===== src/design/tli_pkg.sv =====
`default_nettype none

package tli_pkg;

  localparam int unsigned DataW   = 32;
  localparam int unsigned EntryW  = 8;
  localparam int unsigned PointsW = 9;
  localparam int unsigned DivSteps = 32;
  localparam int unsigned DivCntW  = 5;

  localparam logic [PointsW-1:0] PointsReset = 9'd2;

  // req_type codes
  localparam logic REQ_WRITE = 1'b0;
  localparam logic REQ_QUERY = 1'b1;

  typedef enum logic [3:0] {
    ST_IDLE,
    ST_RD_FIRST,
    ST_CHK_FIRST,
    ST_CHK_LAST,
    ST_SRCH_RD,
    ST_SRCH_CMP,
    ST_CAP_A,
    ST_CAP_B,
    ST_MUL,
    ST_DIV,
    ST_FIN
  } ctrl_state_e;

  typedef enum logic [3:0] {
    DP_NOP,
    DP_WRITE,
    DP_LOAD,
    DP_OOR,
    DP_STEP,
    DP_CAP_A,
    DP_CAP_B,
    DP_MUL,
    DP_DIV
  } dp_op_e;

  typedef enum logic [2:0] {
    ADDR_ZERO,
    ADDR_LAST,
    ADDR_MID,
    ADDR_LO,
    ADDR_LO1
  } addr_sel_e;

  typedef struct packed {
    dp_op_e    op;
    addr_sel_e addr;
    logic      rd_en;
    logic      out_load;
  } dp_cmd_t;

  typedef struct packed {
    logic below_first;
    logic above_last;
    logic search_done;
    logic lo_is_last;
    logic div_done;
  } dp_sts_t;

endpackage

`default_nettype wire


===== src/design/tli_ctrl.sv =====
`default_nettype none

module tli_ctrl import tli_pkg::*; (
  input  wire logic    clk_i,
  input  wire logic    rst_ni,
  input  wire logic    req_valid_i,
  input  wire logic    req_type_i,
  output logic         req_ready_o,
  input  wire logic    res_ready_i,
  output logic         res_valid_o,
  input  wire dp_sts_t sts_i,
  output dp_cmd_t      cmd_o
);

  ctrl_state_e state_q, state_d;
  logic        res_valid_q, res_valid_d;
  logic        out_free;

  assign out_free = !res_valid_q || res_ready_i;

  always_comb begin
    state_d = state_q;
    unique case (state_q)
      ST_IDLE: begin
        if (req_valid_i && req_type_i == REQ_QUERY) state_d = ST_RD_FIRST;
      end
      ST_RD_FIRST:  state_d = ST_CHK_FIRST;
      ST_CHK_FIRST: state_d = sts_i.below_first ? ST_FIN : ST_CHK_LAST;
      ST_CHK_LAST:  state_d = sts_i.above_last ? ST_FIN : ST_SRCH_RD;
      ST_SRCH_RD:   state_d = sts_i.search_done ? ST_CAP_A : ST_SRCH_CMP;
      ST_SRCH_CMP:  state_d = ST_SRCH_RD;
      ST_CAP_A:     state_d = sts_i.lo_is_last ? ST_FIN : ST_CAP_B;
      ST_CAP_B:     state_d = ST_MUL;
      ST_MUL:       state_d = ST_DIV;
      ST_DIV: begin
        if (sts_i.div_done) state_d = ST_FIN;
      end
      ST_FIN: begin
        if (out_free) state_d = ST_IDLE;
      end
      default:      state_d = ST_IDLE;
    endcase
  end

  always_comb begin
    cmd_o       = '{op: DP_NOP, addr: ADDR_ZERO, rd_en: 1'b0, out_load: 1'b0};
    req_ready_o = 1'b0;
    unique case (state_q)
      ST_IDLE: begin
        req_ready_o = 1'b1;
        if (req_valid_i) cmd_o.op = (req_type_i == REQ_QUERY) ? DP_LOAD : DP_WRITE;
      end
      ST_RD_FIRST: begin
        cmd_o.rd_en = 1'b1;
        cmd_o.addr  = ADDR_ZERO;
      end
      ST_CHK_FIRST: begin
        if (sts_i.below_first) begin
          cmd_o.op = DP_OOR;
        end else begin
          cmd_o.rd_en = 1'b1;
          cmd_o.addr  = ADDR_LAST;
        end
      end
      ST_CHK_LAST: begin
        if (sts_i.above_last) cmd_o.op = DP_OOR;
      end
      ST_SRCH_RD: begin
        cmd_o.rd_en = 1'b1;
        cmd_o.addr  = sts_i.search_done ? ADDR_LO : ADDR_MID;
      end
      ST_SRCH_CMP: cmd_o.op = DP_STEP;
      ST_CAP_A: begin
        cmd_o.op = DP_CAP_A;
        if (!sts_i.lo_is_last) begin
          cmd_o.rd_en = 1'b1;
          cmd_o.addr  = ADDR_LO1;
        end
      end
      ST_CAP_B: cmd_o.op = DP_CAP_B;
      ST_MUL:   cmd_o.op = DP_MUL;
      ST_DIV:   cmd_o.op = DP_DIV;
      ST_FIN:   cmd_o.out_load = out_free;
      default: ;
    endcase
  end

  always_comb begin
    res_valid_d = res_valid_q;
    if (cmd_o.out_load) res_valid_d = 1'b1;
    else if (res_ready_i) res_valid_d = 1'b0;
  end

  assign res_valid_o = res_valid_q;

  always_ff @(posedge clk_i or negedge rst_ni) begin
    if (!rst_ni) begin
      state_q     <= ST_IDLE;
      res_valid_q <= 1'b0;
    end else begin
      state_q     <= state_d;
      res_valid_q <= res_valid_d;
    end
  end

endmodule

`default_nettype wire


===== config.mk =====
export PLATFORM = sky130hd
export DESIGN_NAME = tli_ctrl
export DESIGN_NICKNAME = d
export VERILOG_FILES = /design/src/design/tli_pkg.sv /design/src/design/tli_ctrl.sv
export SDC_FILE = /design/constraint.sdc
export NUM_CORES = 1
export LEC_CHECK = 0
export BUFFER_PORTS_ARGS = -buffer_cell sky130_fd_sc_hd__buf_4
export CAP_MARGIN = 20
export CORE_AREA = 2 2 39 41
export CTS_BUF_LIST = sky130_fd_sc_hd__clkbuf_8
export CTS_CLUSTER_SIZE = 16
export DETAILED_ROUTE_END_ITERATION = 10
export DIE_AREA = 0 0 41 43
export HOLD_SLACK_MARGIN = 0.1
export PLACE_DENSITY = 0.75
export SLEW_MARGIN = 20
export SYNTH_ARGS = -nofsm -noshare
export SYNTH_HDL_FRONTEND = slang
export SYNTH_SLANG_ARGS = --single-unit

===== constraint.sdc =====
create_clock -name clk_i -period 1.51 [get_ports clk_i]
set_input_delay 0.302 -clock clk_i [delete_from_list [all_inputs] [get_ports clk_i]]
set_output_delay 0.302 -clock clk_i [all_outputs]
set_load 0.01 [all_outputs]

; Word-level counts from Yosys, hierarchy flattened
; Cells that the tools add are included.
[word_totals]
input_bits = 10
reg_bits = 5
elab_cells = 42
output_inout_bits = 11
[classes]
n_reduce_logical = 6
mux = 21
eq_ne = 13
[op_table]
columns = operator, count
row1 = 4-bit one-hot mux with 11 select lines, 1
row2 = 4-bit one-hot mux with 8 select lines, 1
row3 = 4-bit two-way mux, 7
row4 = "4-bit by 3-bit == test with 1-bit output, second input constant", 4
row5 = 4-bit one-hot mux with 4 select lines, 1
row6 = "4-bit == test, second input constant", 3
row7 = 2-bit two-way mux, 6
row8 = "4-bit by 2-bit == test with 1-bit output, second input constant", 2
row9 = "2-bit != test, second input constant", 3
row10 = 1-bit two-way mux, 5
row11 = "4-bit by 1-bit == test with 1-bit output, second input constant", 1
row12 = 4-bit logical NOT, 1
row13 = 3-bit AND reduction, 1
row14 = 2-bit nonzero test, 1
row15 = 1-bit logical AND, 1
row16 = 1-bit logical NOT, 1
row17 = 1-bit logical OR, 1

; Logic depth before layout (Yosys ltp)
[logic_depth]
depth_word = 4
ltp_mapped = 5
mapped_depth_nobuf = 4

; Worst setup path after synthesis
; No wires, ideal clock.
[synth_timing]
path_type = reg2out
start = register state_q[0]
end = output port cmd_o[4] (netlist bit)
required_time_ps = 1208
n_path_buf = 2
arrival_ps = 1107
path_stages_with_launch = 4
setup_slack_ps = 101
path_cell_list = dfrtp_1 buf_4 buf_2 nor4_1
[synth_rtl]
columns = element, line
row1 = start: declaration, tli_ctrl.sv:15  ; ctrl_state_e state_q, state_d;
row2 = start signal: assignment, tli_ctrl.sv:101  ; state_q <= state_d;
row3 = end: declaration, tli_ctrl.sv:12  ; output dp_cmd_t cmd_o

==> flow_summary_export.csv <==
group,metric,value,unit
synthesis,avgSynthCellArea,7.02,sq um
pwr,p_sw_share,44.0,%
synthesis,yosysUniqueCellTypes,28,
synthesis,netlist.area_leader.share,23.8,%
synthesis,synth_area,527,sq um
layout,drive_gt1_share,53.7,%
global_route,antenna_found_initial,0,
synthesis,synth_nets,85,
detailed_routing,wl_per_cell,13.5,um
sta,hold_viol_final,0,
sta,max_freq,623,MHz
floorplan,fp-row-count,14,
critical_path,crit_fanout,7,
outcome,violations,"setup timing",
layout,seq_area,129,sq um
sta,timing.final.ws_setup,-94.0,ps
clock_network,cts_made_buffers,3,
critical_path,reg2reg_to,"state_q[1]$_DFFE_PN0P_",
clock_network,clock_sinks,5,
synthesis,synth-seq-area-share,23.8,%
layout,n_antenna_cell,0,
global_route,grt_pass1_wl,2420,um
global_route,grt_pass1_vias,597,
sta,worst_hold_slack,403,ps
clock_network,cts_tree,"done",
pwr,clockPowerShare,12.6,%
layout,multi_input_area,413,sq um
sta,slew_headroom,83.7,%
global_route,grt_max_degree,10,
synthesis,synth.ff_latch_count,5,
critical_path,required,1210,ps
floorplan,dieArea,1760,sq um
critical_path,worst_setup_path_start_kind,"register",
clock_network,clk_latency,220,ps
sta,finalMaxSlewViolations,0,
clock_network,htree_num_levels,1,
global_route,gr-total-overflow,0,
critical_path,cp_data_arrival_time,1300,ps
detailed_routing,drtIter0Drc,25,
pwr,cellLeakagePower,0.414,nW
pwr,switchingPower,0.849,mW
floorplan,die_y,43,um
job,cap_violations,0,
pwr,ir_worst_vdd,1.31,mV
hold_path,min_path_type,"in -> reg",
detailed_routing,drc,0,
floorplan,pin_count,21,
pwr,total_power,1.93,mW
pwr,p_per_area,2130,nW/um^2
place,place.gp.congestion,0.755,
layout,fin_util,65.5,%
pwr,p_seq_share,15.8,%
floorplan,core,1380,sq um
layout,fin_nets,119,
synthesis,synth_most_common_cell,"nor2_1",
place,place_hpwl,1070,um
clock_network,clk_pin_slew_worst_paths,40,ps
clock_network,cts-root-buf,"clkbuf_8",
detailed_routing,drtPass1Iterations,4,
detailed_routing,via_per_inst,5.49,
hold_path,min_from,"sts_i[0]",
outcome,run_status,"finished with violations",
critical_path,r2r_cells,5,
synthesis,synthCells,75,
layout,syn_to_final_growth,72.0,%
sta,rsz0062_at_grt,"yes",
synthesis,synth.area.top_cells,"dfrtp_1 (24%), nor2_1 (7.8%), a21oi_1 (7.6%)",
sta,fin_crit,1600,ps
pwr,internal_power,1.08,mW
detailed_routing,num_vias,681,
synthesis,ys_top_cells_by_count,"nor2_1 (11), a21oi_1 (8), nand2_1 (8), dfrtp_1 (5)",
detailed_routing,ant_nets,0,
synthesis,yosysTopAreaCell,"dfrtp_1",
synthesis,synth_edf_count,0,
sta,fin_crit_sh,106,%
synthesis,ys_async_sr_fraction,100,%
place,portBuffers,20,
layout,nFillCells,122,
critical_path,end_kind,"output port",
global_route,grt_usage,20.2,%
place,place_ws,54.8,ps
hold_path,hold_end,"state_q[0]$_DFFE_PN0P_",
floorplan,die_w,41,um
hold_path,hold_depth,4,
clock_network,cts_buffer_depth,2,
synthesis,synthFlopType,"dfrtp_1",
critical_path,r2r_start,"state_q[2]$_DFFE_PN0P_",
sta,setup_viol,7,
floorplan,start_util,38.1,%
sta,worst_pin_slew,243,ps
detailed_routing,totalWireLength,1680,um
critical_path,crit_type,"reg -> out",
sta,finClkSkew,3.50,ps
critical_path,ff2ff_setup_slack,90,ps
pwr,power_frac_comb,71.6,%
synthesis,yosys_warnings,0,
-- cells in the final DEF (no fill, tap or decap), drive strengths merged --
cell type / n
a211o: 1
a21oi: 8
a22oi: 3
a311oi: 1
a31oi: 1
and2b: 1
buf: 35
clkbuf: 3
dfrtp: 5
dlygate4sd3: 1
inv: 4
mux2i: 1
nand2: 8
nand2b: 4
nand3: 1
nor2: 11
nor2b: 1
nor3: 4
nor4: 1
o21ai: 7
o221ai: 1
o22a: 1
o22ai: 3
o31ai: 1
o32ai: 1
-- worst max-delay path by stage --
stage	from	to	slack [ps]
6_report	state_q[1]$_DFFE_PN0P_	cmd_o[6]	-90
5_1_grt	state_q[1]$_DFFE_PN0P_	cmd_o[2]	-140
4_1_cts	state_q[2]$_DFFE_PN0P_	cmd_o[1]	-80
3_5_place_dp	state_q[2]$_DFFE_PN0P_	cmd_o[1]	50
3_3_place_gp	state_q[2]$_DFFE_PN0P_	cmd_o[1]	90
2_1_floorplan	state_q[0]$_DFFE_PN0P_	cmd_o[4]	100
-- registers in the layout (all words and copies together), names as in the netlist --
signal and flops:
res_valid_o 1, state_q 4
-- power by group through the flow --
stage                     Clock, mW  Sequential [mW]  Combinational, mW
after floorplan                   0            0.234              0.736
after global placement            0            0.299               1.06
after detailed placement          0            0.300               1.06
after CTS                     0.251            0.297               1.23
after global routing          0.261            0.312               1.48
final                         0.243            0.305               1.38
-- stage by stage --
| step | cells | area, sq um | setup TNS [ps] |
|---|---|---|---|
| 2_1_floorplan | 75 | 527 | 0 |
| 3_3_place_gp | 113 | 716 | 0 |
| 3_5_place_dp | 113 | 716 | 0 |
| 4_1_cts | 123 | 848 | -402 |
| 5_1_grt | 124 | 906 | -814 |
| 6_report | 124 | 906 | -349 |
-- worst max-delay path, stage by stage (launching register included) --
cell	delay [ps]
dfrtp_2	440
buf_6	150
nand2b_4	70
o32ai_2	260
buf_4	160
-- cell families after synthesis --
| family | Yosys count | synth area share [%] |
|---|---|---|
| simple gates | 31 | 27.8 |
| mux | 1 | 1.90 |
| buf+inv | 10 | 11.4 |
| flops | 5 | 23.8 |
| compound gates | 28 | 35.2 |
-- cell type report --
type | instances | share of cell area, %
sequential | 5 | 14.2
inverter | 3 | 1.24
clock buffer | 3 | 4.56
clock inverter | 1 | 0.414
timing repair buffer | 36 | 31.8
multi-input combinational | 60 | 45.6
tap | 16 | 2.21
-- repair_timing --
action,4_1_cts,5_1_grt
pin swaps,1,3
hold endpoints to repair,5,0
buffers inserted,5,1
setup endpoints to repair,10,10
hold buffers,1,0
gates resized for setup,15,14
-- routing by layer --
metal	wire length (um)	global-route usage [%]	up-vias
met2	883	31.3	20
met5	0	0	-
met3	70	4.71	5
met1	690	24.1	323
met4	31	12.0	0
li1	-	-	333
Power figures use the tool's default switching activity.
